==> src/rtl/rsh_pkg.sv <==
package rsh_pkg;

  localparam int LINE_DEPTH = 2048;
  localparam int COL_W      = $clog2(LINE_DEPTH);
  localparam int ROW_W      = 12;
  localparam int CFG_W      = 12;
  localparam int CFG_IDX_W  = 2;
  localparam int CH_W       = 8;
  localparam int SUM_W      = CH_W + 2;
  localparam int OUT_COL_W  = 11;
  localparam int EFF_W      = (COL_W + 1 > CFG_W) ? COL_W + 1 : CFG_W;
  localparam int MIN_DIM    = 3;

  localparam logic [CFG_IDX_W-1:0] REG_IMAGE_WIDTH  = CFG_IDX_W'(0);
  localparam logic [CFG_IDX_W-1:0] REG_IMAGE_HEIGHT = CFG_IDX_W'(1);

  localparam logic [CFG_W-1:0] WIDTH_RESET  = CFG_W'(640);
  localparam logic [CFG_W-1:0] HEIGHT_RESET = CFG_W'(480);

  typedef struct packed {
    logic [CH_W-1:0] red;
    logic [CH_W-1:0] green;
    logic [CH_W-1:0] blue;
  } pixel_t;

  typedef struct packed {
    pixel_t prev2;
    pixel_t prev;
  } line_pair_t;

  typedef struct packed {
    pixel_t top;
    pixel_t mid;
    pixel_t bot;
  } column_t;

  typedef struct packed {
    logic [SUM_W-1:0] red;
    logic [SUM_W-1:0] green;
    logic [SUM_W-1:0] blue;
  } colsum_t;

  typedef struct packed {
    logic [COL_W-1:0] center_col;
    logic [ROW_W-1:0] center_row;
    logic             emit;
    logic             last;
  } meta_t;

endpackage

==> src/rtl/rsh_col_cell.sv <==
module rsh_col_cell (
  input  logic             clk_i,
  input  logic             en_i,
  input  rsh_pkg::column_t col_i,
  output rsh_pkg::column_t col_o,
  output rsh_pkg::colsum_t sum_o
);
  import rsh_pkg::*;

  column_t col_q;
  colsum_t sum_q;
  colsum_t sum_d;

  always_comb begin
    sum_d.red   = SUM_W'(col_i.top.red)   + SUM_W'(col_i.mid.red)   + SUM_W'(col_i.bot.red);
    sum_d.green = SUM_W'(col_i.top.green) + SUM_W'(col_i.mid.green) + SUM_W'(col_i.bot.green);
    sum_d.blue  = SUM_W'(col_i.top.blue)  + SUM_W'(col_i.mid.blue)  + SUM_W'(col_i.bot.blue);
  end

  always_ff @(posedge clk_i) begin
    if (en_i) begin
      col_q <= col_i;
      sum_q <= sum_d;
    end
  end

  assign col_o = col_q;
  assign sum_o = sum_q;

endmodule

==> config.mk <==
export PLATFORM = sky130hd
export DESIGN_NAME = rsh_col_cell
export DESIGN_NICKNAME = d
export VERILOG_FILES = /design/src/rtl/rsh_pkg.sv /design/src/rtl/rsh_col_cell.sv
export SDC_FILE = /design/constraint.sdc
export NUM_CORES = 1
export LEC_CHECK = 0
export BUFFER_PORTS_ARGS = -buffer_cell sky130_fd_sc_hd__clkbuf_2
export CORE_UTILIZATION = 41
export CTS_BUF_LIST = sky130_fd_sc_hd__clkbuf_4 sky130_fd_sc_hd__clkbuf_8
export DETAILED_ROUTE_END_ITERATION = 12
export GPL_ROUTABILITY_DRIVEN = 0
export MAX_ROUTING_LAYER = met4
export PLACE_DENSITY = 0.69
export SYNTH_ARGS = -nofsm -noshare
export SYNTH_HDL_FRONTEND = slang
export SYNTH_SLANG_ARGS = --single-unit
==> constraint.sdc <==
create_clock -name clk_i -period 3.4 [get_ports clk_i]
set_input_delay 0.51 -clock clk_i [delete_from_list [all_inputs] [get_ports clk_i]]
set_output_delay 0.51 -clock clk_i [all_outputs]
set_load 0.01 [all_outputs]
==> summary.txt <==
CTS
  – CTS Root Cell: clkbuf_8
  – Post CTS Setup Buffer Count: 0
  – Clock-pin transition on the worst setup and hold timing paths: 100 ps
  – CTS Sinks: 102
  – CTS Buf Count: 9
  – Clk buf depth: 2
  – CTS tree: done
  – CTS Hold Bufs: 0
  – Post-CTS resize count: 0
  – Htree depth: 3

STA
  – # setup viols final: 0
  – Max frequency: approximately 430 MHz
  – Setup_tns: 0 ps
  – Final hold slack: between 300 and 400 ps
  – Tightest Pin Transition: 594 ps
  – Final-report max-slew violation count: 0
  – RSZ-0062 raised after global routing: false
  – Hold Vio Cnt, Final: 0
  – Slew margin rel.: 0.604
  – Final Cycle Share: 0.679
  – Final min period: 2310 ps

Synthesis
  – Synth top area share: 0.678
  – Synth Net Count: 389
  – Yosys top cell by area: edfxtp_1
  – Ys Warns: 0
  – Synth Instances: 267
  – Netlist Area Pre-Place: about 4500 sq um
  – Area contributors post-synth: edfxtp_1 68%, fa_1 12%, ha_1 5.8%, inv_1 2.8%, xnor2_1 2.3%
  – Synth Register Bits: 102
  – Register area share after synthesis: 0.678
  – Count of different cell masters after synthesis: 23
  – Mean Syn Cell Area: 16.9 sq um

Floorplan
  – Core area: 10500 sq um
  – # IOs: ~180
  – Site Rows: 37
  – Starting Density: 0.430
  – Area of the die: 11400 sq um
  – Die Wd: 107 um
  – Chip height: between 100 and 150 um

GRT
  – Number of global-route vias before repair: 2902
  – GRT Total Usage: 0.165
  – Global-route wire length before repair: 13700 um
  – Initial antenna violation count: 0
  – Largest net degree at the start of global routing: 57
  – Total gr overflow: 0

Placement
  – Placed insts: 579
  – DP Wirelength: between 6000 and 7000 um
  – PortBufs: 175

Min path
  – Min-delay src: col_i[47]
  – Min-Delay Path Class: in2reg
  – Hold EP: col_o[47]
  – Worst Hold Depth: 1

Routing
  – DRT Pass-1 Iters: 4
  – DR WL/cell: ~15 um
  – ANT nets after route: 0
  – Initial DRC count: 93
  – DRC viols: 0
  – Vias per inst: 4.81
  – Final wirelength: 8740 um
  – Total number of vias: 2864

Setup path
  – CP delay by family, top: adder cells
  – CP Max Fanout: 4
  – Critical Path AT: 2520 ps
  – Delay of the slowest critical-path stage: 500 ps
  – CP required: ~3600 ps
  – CP cell instances: clkbuf_2 > fa_1 > ha_1 > inv_1 > fa_1 > nor2b_4 > o31a_1 > or4_1 > nand3_1
  – Most frequent CP cell: fa_1
  – Crit. End Element: register
  – Worst setup SP type: input pin
  – CP max stage cell: fa_1
  – Crit path buffers/inverters: 2
  – Crit Path Class: in2reg

Final layout
  – Nets@finish: 576
  – N_diodes: 0
  – Area of the multi-input gates: 1320 sq um
  – Sequential cell area: 3060 sq um
  – Highest-count cells in the layout ignoring fill and taps: 174 x clkbuf_2, 102 x edfxtp_1, 34 x inv_1, 27 x fa_1, 21 x ha_1
  – Share of layout cells above drive strength 1: 0.420
  – Commonest non-fill, non-tap cell in the layout: clkbuf_2
  – Non-Filler Instances: 595
  – Area Overhead vs Synth: 29.0%
  – Filler Cells Inserted: between 800 and 900

Pwr
  – Pleak: 2.55 nW
  – Peak supply drop: around 0.24 mV
  – Power Dens Cells: between 500 and 600 nW/um^2

Status
  – Status: completed

Job
  – Max_cap viols: 0
synth_stat cells (all sizes together):
cell	n
a21oi	19
a221oi	2
edfxtp	102
fa	27
ha	21
inv	34
nand2	9
nand2b	1
nand3	1
nor2	4
nor2b	4
nor3	4
nor4	2
o211a	1
o211ai	7
o21a	3
o21ai	7
o31a	1
or3	1
or4	1
xnor2	12
xor2	4
worst max-delay path by stage:
stage / from / to / slack, ps / cells past startpoint
after global placement: col_i[9] / sum_o[17] / 760 / 8
after floorplan: col_i[9] / sum_o[17] / 980 / 7
final: col_i[1] / sum_o[7] / 1090 / 9
after CTS: col_i[1] / sum_o[7] / 1110 / 9
after global routing: col_i[17] / sum_o[27] / 940 / 8
after detailed placement: col_i[1] / sum_o[7] / 740 / 9
layout make-up:
type | instances | share of cell area
flip-flops and latches | 102 | 0.526
multi-input cells | 131 | 0.227
repair buffers | 176 | 0.154
well taps | 136 | 0.0292
clock buffers | 12 | 0.0251
inverters | 34 | 0.0219
clock inverters | 4 | 0.0163
where the power goes:
group | total, mW | leakage, nW | switching [mW] | internal, mW
combinational | 0.746 | 1.43 | 0.421 | 0.325
clock | 0.894 | 0.125 | 0.381 | 0.513
sequential | 1.63 | 0.998 | 0.0454 | 1.58
total | 3.27 | 2.55 | 0.847 | 2.42
per-stage QoR:
stage / power, mW / util / instance area, sq um / worst slack (ps)
CTS: 3.31 / 0.554 / 5820 / 1110
floorplan: 2.08 / - / 4510 / 984
detailed placement: 2.41 / 0.531 / 5580 / 743
finish: 3.27 / 0.554 / 5820 / 1090
global route: 3.45 / 0.554 / 5820 / 938
global placement: 2.39 / 0.531 / 5580 / 759
layer usage:
layer | up-vias | part of all wire | GRT usage
met4 | 0 | 0.024 | 0.0851
met5 | - | 0 | -
li1 | 1343 | - | -
met2 | 138 | 0.47 | 0.245
met1 | 1362 | 0.43 | 0.210
met3 | 21 | 0.079 | 0.0407
cell families after synthesis:
group | after synthesis | synth area share
compound gates | 40 | 0.0535
simple gates | 27 | 0.0308
fa+ha+maj | 48 | 0.178
buf+inv | 34 | 0.0283
flops | 102 | 0.678
xor+xnor | 16 | 0.0310
registers in the layout, summed over array words and instances (netlist names):
name   count
sum_o     30
col_o     72
Note: power is estimated with default switching activity, not from simulation.
