### src/rtl/rsh_pkg.sv
package rsh_pkg;

  localparam int LINE_DEPTH = 2048;
  localparam int COL_W      = $clog2(LINE_DEPTH);
  localparam int ROW_W      = 12;
  localparam int CFG_W      = 12;
  localparam int CFG_IDX_W  = 2;
  localparam int CH_W       = 8;
  localparam int SUM_W      = CH_W + 2;
  localparam int OUT_COL_W  = 11;
  localparam int EFF_W      = (COL_W + 1 > CFG_W) ? COL_W + 1 : CFG_W;
  localparam int MIN_DIM    = 3;

  localparam logic [CFG_IDX_W-1:0] REG_IMAGE_WIDTH  = CFG_IDX_W'(0);
  localparam logic [CFG_IDX_W-1:0] REG_IMAGE_HEIGHT = CFG_IDX_W'(1);

  localparam logic [CFG_W-1:0] WIDTH_RESET  = CFG_W'(640);
  localparam logic [CFG_W-1:0] HEIGHT_RESET = CFG_W'(480);

  typedef struct packed {
    logic [CH_W-1:0] red;
    logic [CH_W-1:0] green;
    logic [CH_W-1:0] blue;
  } pixel_t;

  typedef struct packed {
    pixel_t prev2;
    pixel_t prev;
  } line_pair_t;

  typedef struct packed {
    pixel_t top;
    pixel_t mid;
    pixel_t bot;
  } column_t;

  typedef struct packed {
    logic [SUM_W-1:0] red;
    logic [SUM_W-1:0] green;
    logic [SUM_W-1:0] blue;
  } colsum_t;

  typedef struct packed {
    logic [COL_W-1:0] center_col;
    logic [ROW_W-1:0] center_row;
    logic             emit;
    logic             last;
  } meta_t;

endpackage

### src/rtl/rsh_if.sv


interface rsh_out_if;
  logic                          valid;
  logic                          ready;
  logic [rsh_pkg::CH_W-1:0]      red_out;
  logic [rsh_pkg::CH_W-1:0]      green_out;
  logic [rsh_pkg::CH_W-1:0]      blue_out;
  logic [rsh_pkg::OUT_COL_W-1:0] center_col;
  logic [rsh_pkg::ROW_W-1:0]     center_row;
  logic                          last_of_frame;

  modport source (output valid, red_out, green_out, blue_out, center_col, center_row,
                  last_of_frame, input ready);
  modport sink   (input valid, red_out, green_out, blue_out, center_col, center_row,
                  last_of_frame, output ready);
endinterface

### src/rtl/rsh_out_stage.sv
module rsh_out_stage (
  input  logic             clk_i,
  input  logic             rst_ni,
  input  logic             w_valid_i,
  input  rsh_pkg::meta_t   w_meta_i,
  input  rsh_pkg::pixel_t  center_i,
  input  rsh_pkg::colsum_t sum0_i,
  input  rsh_pkg::colsum_t sum1_i,
  input  rsh_pkg::colsum_t sum2_i,
  output logic             adv_o,
  rsh_out_if.source        res_o
);
  import rsh_pkg::*;

  function automatic logic [CH_W-1:0] sharpen_ch(input logic [CH_W-1:0]  ctr,
                                                 input logic [SUM_W-1:0] sa,
                                                 input logic [SUM_W-1:0] sb,
                                                 input logic [SUM_W-1:0] sc);
    logic [SUM_W+1:0]        tot;
    logic [SUM_W+1:0]        ten;
    logic signed [SUM_W+2:0] acc;
    logic [CH_W-1:0]         res;
    tot = (SUM_W+2)'(sa) + (SUM_W+2)'(sb) + (SUM_W+2)'(sc);
    ten = (SUM_W+2)'({ctr, 3'b000}) + (SUM_W+2)'({ctr, 1'b0});
    acc = $signed({1'b0, ten}) - $signed({1'b0, tot});
    if (acc < 0) begin
      res = '0;
    end else if (acc > $signed((SUM_W+3)'(255))) begin
      res = '1;
    end else begin
      res = acc[CH_W-1:0];
    end
    return res;
  endfunction

  logic            valid_q;
  logic            valid_d;
  pixel_t          pix_q;
  pixel_t          pix_d;
  logic            adv;

  assign adv     = !valid_q || res_o.ready;
  assign valid_d = w_valid_i && w_meta_i.emit;

  always_comb begin
    pix_d.red   = sharpen_ch(center_i.red,   sum0_i.red,   sum1_i.red,   sum2_i.red);
    pix_d.green = sharpen_ch(center_i.green, sum0_i.green, sum1_i.green, sum2_i.green);
    pix_d.blue  = sharpen_ch(center_i.blue,  sum0_i.blue,  sum1_i.blue,  sum2_i.blue);
  end

  always_ff @(posedge clk_i or negedge rst_ni) begin
    if (!rst_ni) begin
      valid_q <= 1'b0;
    end else if (adv) begin
      valid_q <= valid_d;
    end
  end

  always_ff @(posedge clk_i) begin
    if (adv && valid_d) begin
      pix_q                <= pix_d;
      res_o.center_col     <= OUT_COL_W'(w_meta_i.center_col);
      res_o.center_row     <= w_meta_i.center_row;
      res_o.last_of_frame  <= w_meta_i.last;
    end
  end

  assign res_o.valid     = valid_q;
  assign res_o.red_out   = pix_q.red;
  assign res_o.green_out = pix_q.green;
  assign res_o.blue_out  = pix_q.blue;
  assign adv_o           = adv;

endmodule

### src/flat_wrapper.sv
// flat-port wrapper written by rule: the top's interface ports become plain ports
module rsh_out_stage_flat import rsh_pkg::*;
  (clk_i, rst_ni, w_valid_i, w_meta_i, center_i, sum0_i, sum1_i, sum2_i, adv_o, res_o_valid, res_o_red_out, res_o_green_out, res_o_blue_out, res_o_center_col, res_o_center_row, res_o_last_of_frame, res_o_ready);
  rsh_out_if res_o_i ();
  input  logic clk_i;
  input  logic rst_ni;
  input  logic w_valid_i;
  input  rsh_pkg::meta_t w_meta_i;
  input  rsh_pkg::pixel_t center_i;
  input  rsh_pkg::colsum_t sum0_i;
  input  rsh_pkg::colsum_t sum1_i;
  input  rsh_pkg::colsum_t sum2_i;
  output logic adv_o;
  output wire logic [$bits(res_o_i.valid)-1:0] res_o_valid;
  output wire logic [$bits(res_o_i.red_out)-1:0] res_o_red_out;
  output wire logic [$bits(res_o_i.green_out)-1:0] res_o_green_out;
  output wire logic [$bits(res_o_i.blue_out)-1:0] res_o_blue_out;
  output wire logic [$bits(res_o_i.center_col)-1:0] res_o_center_col;
  output wire logic [$bits(res_o_i.center_row)-1:0] res_o_center_row;
  output wire logic [$bits(res_o_i.last_of_frame)-1:0] res_o_last_of_frame;
  input wire logic [$bits(res_o_i.ready)-1:0] res_o_ready;
  assign res_o_valid = res_o_i.valid;
  assign res_o_red_out = res_o_i.red_out;
  assign res_o_green_out = res_o_i.green_out;
  assign res_o_blue_out = res_o_i.blue_out;
  assign res_o_center_col = res_o_i.center_col;
  assign res_o_center_row = res_o_i.center_row;
  assign res_o_last_of_frame = res_o_i.last_of_frame;
  assign res_o_i.ready = res_o_ready;
  rsh_out_stage u_core (.clk_i(clk_i), .rst_ni(rst_ni), .w_valid_i(w_valid_i), .w_meta_i(w_meta_i), .center_i(center_i), .sum0_i(sum0_i), .sum1_i(sum1_i), .sum2_i(sum2_i), .adv_o(adv_o), .res_o(res_o_i));
endmodule
### config.mk
export PLATFORM = sky130hd
export DESIGN_NAME = rsh_out_stage_flat
export DESIGN_NICKNAME = d
export VERILOG_FILES = /design/src/rtl/rsh_pkg.sv /design/src/rtl/rsh_if.sv /design/src/rtl/rsh_out_stage.sv /design/src/flat_wrapper.sv
export SDC_FILE = /design/constraint.sdc
export NUM_CORES = 1
export LEC_CHECK = 0
export ABC_AREA = 1
export BUFFER_PORTS_ARGS = -buffer_cell sky130_fd_sc_hd__clkbuf_2
export CAP_MARGIN = 20
export CORE_MARGIN = 1.5
export CORE_UTILIZATION = 49
export CTS_CLUSTER_DIAMETER = 80
export DETAILED_ROUTE_END_ITERATION = 16
export PLACE_DENSITY = 0.79
export SLEW_MARGIN = 20
export SYNTH_ARGS = -nofsm -noshare
export SYNTH_HDL_FRONTEND = slang
export SYNTH_SLANG_ARGS = --single-unit
### constraint.sdc
create_clock -name clk_i -period 4.32 [get_ports clk_i]
set_input_delay 0.648 -clock clk_i [delete_from_list [all_inputs] [get_ports clk_i]]
set_output_delay 0.648 -clock clk_i [all_outputs]
set_load 0.02 [all_outputs]
==> metrics <==
Skew-Pair Late Insertion Delay=0.29 ns; Post-synth EDFFs=48; CTS tree=done; Least-Margin Pin Slew=0.5860 ns; total vias in the final route=7,319; Syn Area/Cell=7.630 um^2; final core occ=0.7573; num rows=43; critical path required time=4.35 ns; initial core utilization=0.5037; async set or reset register ratio after synthesis=0.02041; Tot GR Track Use=0.2396; nets@finish=1,545; vias in the first global route=6,871; # clock sinks=49; failing checks=setup timing; Detail Placement HPWL=15,440 um; H-tree levels=2; Tot Pwr=6.692 mW; final non-filler cell total=1,443; Finish-stage setup viols=24; Post-synth top flop=edfxtp_1; grt total ovfl=0; met1 GRT Util=0.2981; Routed WL=19,270 um; number of port buffers=192; Placed Cells incl. Taps=1,417; Setup crit end kind=flop; Period minus WS final=4.443 ns; Critical Path Fanout Max=8; DR iter-0 viols=319; first-pass GRT wire length=29,390 um; number of nets with antenna violations after routing=0; kind of cell adding the most delay to the critical path=adder cells; Clock Tree Buf Depth=2; post-DR wirelength/cell=13.35 um; ordered cell list for the critical path=buf_6 > ha_4 > fa_2 > nand3_2 > nand2_2 > xor2_1 > inv_1 > buf_6 > ha_4 > nand2_2 > inv_2 > a21oi_4 > buf_4 > xor2_1 > fa_1 > ha_4 > a21oi_2 > nor2_1 > nor2_1 > nand3b_1 > nand2_2 > nand3_2 > nor2_4 > a21oi_1; unrepaired setup endpoints after global routing=true; Ports=193; post-route clock skew=0.005261 ns; core area=13,930 um^2; final setup margin=-0.1231 ns; CP Buf/Inv Count=5; Die X=122.7 um; Die Area=15,050 um^2; CTS Buf Count=5; GRT met3 Usage=0.03020; Max Clock Freq=225.1 MHz; cell at the slowest stage of the critical path=fa_1; pwr dens=634.2 nW/um^2; Max-Cap Viols=0; CP Data Arrival Time=4.47 ns; Max VDD drop=0.2769 mV; Distinct cells, synth=33; Slew Limit Headroom=0.6093; syn nets=1,204; GRT busiest layer=met2; Final Max Slew Viols=0; initial antenna violation count=2; largest net degree at the start of global routing=49; HP Class=input pin to async pin; Setup CP Type=input pin to flop; max incr delay on CP=0.49 ns; die height=122.7 um; FF+latch count, synth=49; CP Launch Type=input pin; DRT Pass-1 Iters=5; yosys warns=0; Final Hold Fails=0; area grow syn2layout=50.34%; pre-CTS WS=-0.5042 ns; leakage power figure=5.301 nW; Via density=5.072; Post-Syn Instances=920; fraction of layout cells with a size suffix above 1=0.4477; post-synthesis sequential area ratio=0.2089; RePlAce Congestion=0.8520; Residual DRC=0; final worst-path cycle share=1.028; clock root buffer=clkbuf_16; status=complete, but fails checks; met2 usage=0.4264; clock slew at reported path FFs=0.06 ns; Mapped Area=7019 um^2
[repair_timing]
item | 4_1_cts | 5_1_grt
hold endpoints to repair | 0 | 0
endpoints found under the setup margin | 24 | 24
pin swaps | 48 | 95
setup buffers | 10 | 7
hold buffers | 0 | 0
gates resized for setup | 44 | 113
[worst paths after layout]
kind	cells after the start	from	slack [ns]	to
max	24	sum1_i[0]	-0.12	u_core.res_o.blue_out[4]
min	1	rst_ni	0.12	u_core.res_o.valid
max reg2reg	4	u_core.res_o.valid	2.82	u_core.res_o.green_out[0]
min reg2reg	4	u_core.res_o.valid	0.71	u_core.res_o.valid
max in group asynchronous	1	rst_ni	4.11	u_core.res_o.valid
min in group clk_i	1	w_meta_i[10]	0.53	u_core.res_o.center_row[8]
[per-stage QoR]
step	area [um^2]	TNS (ns)	hold WS, ns
2_1_floorplan	7403	-0.06837	0.3524
3_3_place_gp	9523	-7.732	0.4228
3_5_place_dp	9523	-10.28	0.4262
4_1_cts	9970	-0.1641	0.1169
5_1_grt	10550	-7.429	0.1174
6_report	10550	-2.597	0.1213
[cell usage after synthesis (6+ instances only)]
| cell type | number | area share |
|---|---|---|
| o21ai_1 | 6 | 0.0043 |
| xnor2_1 | 16 | 0.020 |
| a21oi_2 | 8 | 0.010 |
| nand3b_1 | 11 | 0.012 |
| edfxtp_1 | 48 | 0.21 |
| inv_1 | 143 | 0.076 |
| a21oi_1 | 81 | 0.058 |
| nand2_1 | 212 | 0.11 |
| ha_1 | 114 | 0.20 |
| nor3_1 | 6 | 0.0043 |
| nand2_2 | 21 | 0.019 |
| fa_1 | 27 | 0.077 |
| nand3_2 | 11 | 0.016 |
| nand3_1 | 55 | 0.039 |
| o21ai_0 | 13 | 0.0093 |
| nand4_1 | 15 | 0.013 |
| xor2_1 | 32 | 0.040 |
| nor2_1 | 62 | 0.033 |
[cell usage in the layout (no fill, tap or decap), types with 10 or more instances in the layout]
| cell | count |
|---|---|
| inv_1 | 136 |
| nand2_2 | 40 |
| ha_4 | 35 |
| nand3_1 | 46 |
| a21oi_1 | 32 |
| ha_1 | 74 |
| inv_2 | 10 |
| nor2_1 | 49 |
| nand3_2 | 19 |
| nand3b_1 | 11 |
| edfxtp_1 | 48 |
| buf_4 | 140 |
| clkbuf_2 | 186 |
| xor2_1 | 32 |
| xnor2_1 | 15 |
| fa_1 | 24 |
| nand4_1 | 15 |
| nor2_2 | 11 |
| a21oi_2 | 48 |
| buf_6 | 10 |
| nand2_1 | 186 |
[kinds of logic after synthesis]
kind of cell | synth area share
xor gates and xnor gates | 0.05989
DFF | 0.2089
buffers and inverters | 0.08289
adders and majority gates | 0.2802
AOI/OAI and AO/OA | 0.1102
and+or+nand+nor | 0.2579
[report_power, final]
group          internal (mW)  switching, mW
Sequential             0.663         0.0191
Clock                  0.222          0.175
Combinational           2.58           3.03
Total                   3.46           3.23
[state kept, by name (all words and copies together) (netlist names)]
signal,cells
u_core.res_o.valid,1
u_core.res_o.blue_out,8
u_core.res_o.center_row,12
u_core.res_o.last_of_frame,1
u_core.res_o.red_out,8
u_core.res_o.green_out,8
u_core.res_o.center_col,11
[per-layer routing]
metal	wire length, um	up-vias	share of wire
li1	-	3747	-
met1	8174	3317	0.42
met2	9515	219	0.49
met3	1005	36	0.052
met4	572	0	0.030
met5	0	-	0
[worst reg2reg max path: stages, from the launching register on]
cell and delay [ns]:
dfrtp_1 0.38, inv_1 0.06, nor2_1 0.06, nor3_4 0.11
buf_4 0.51
[cell type report]
cell class | count | area [um^2]
inverters | 146 | 548.0
clock buffers | 5 | 125.1
well taps | 180 | 225.2
flip-flops and latches | 49 | 1466
fillers | 978 | 3382
clock inverters | 3 | 28.78
diodes | 1 | 2.502
multi-input cells | 722 | 6042
repair buffers | 337 | 2115
Power figures use the tool's default switching activity.
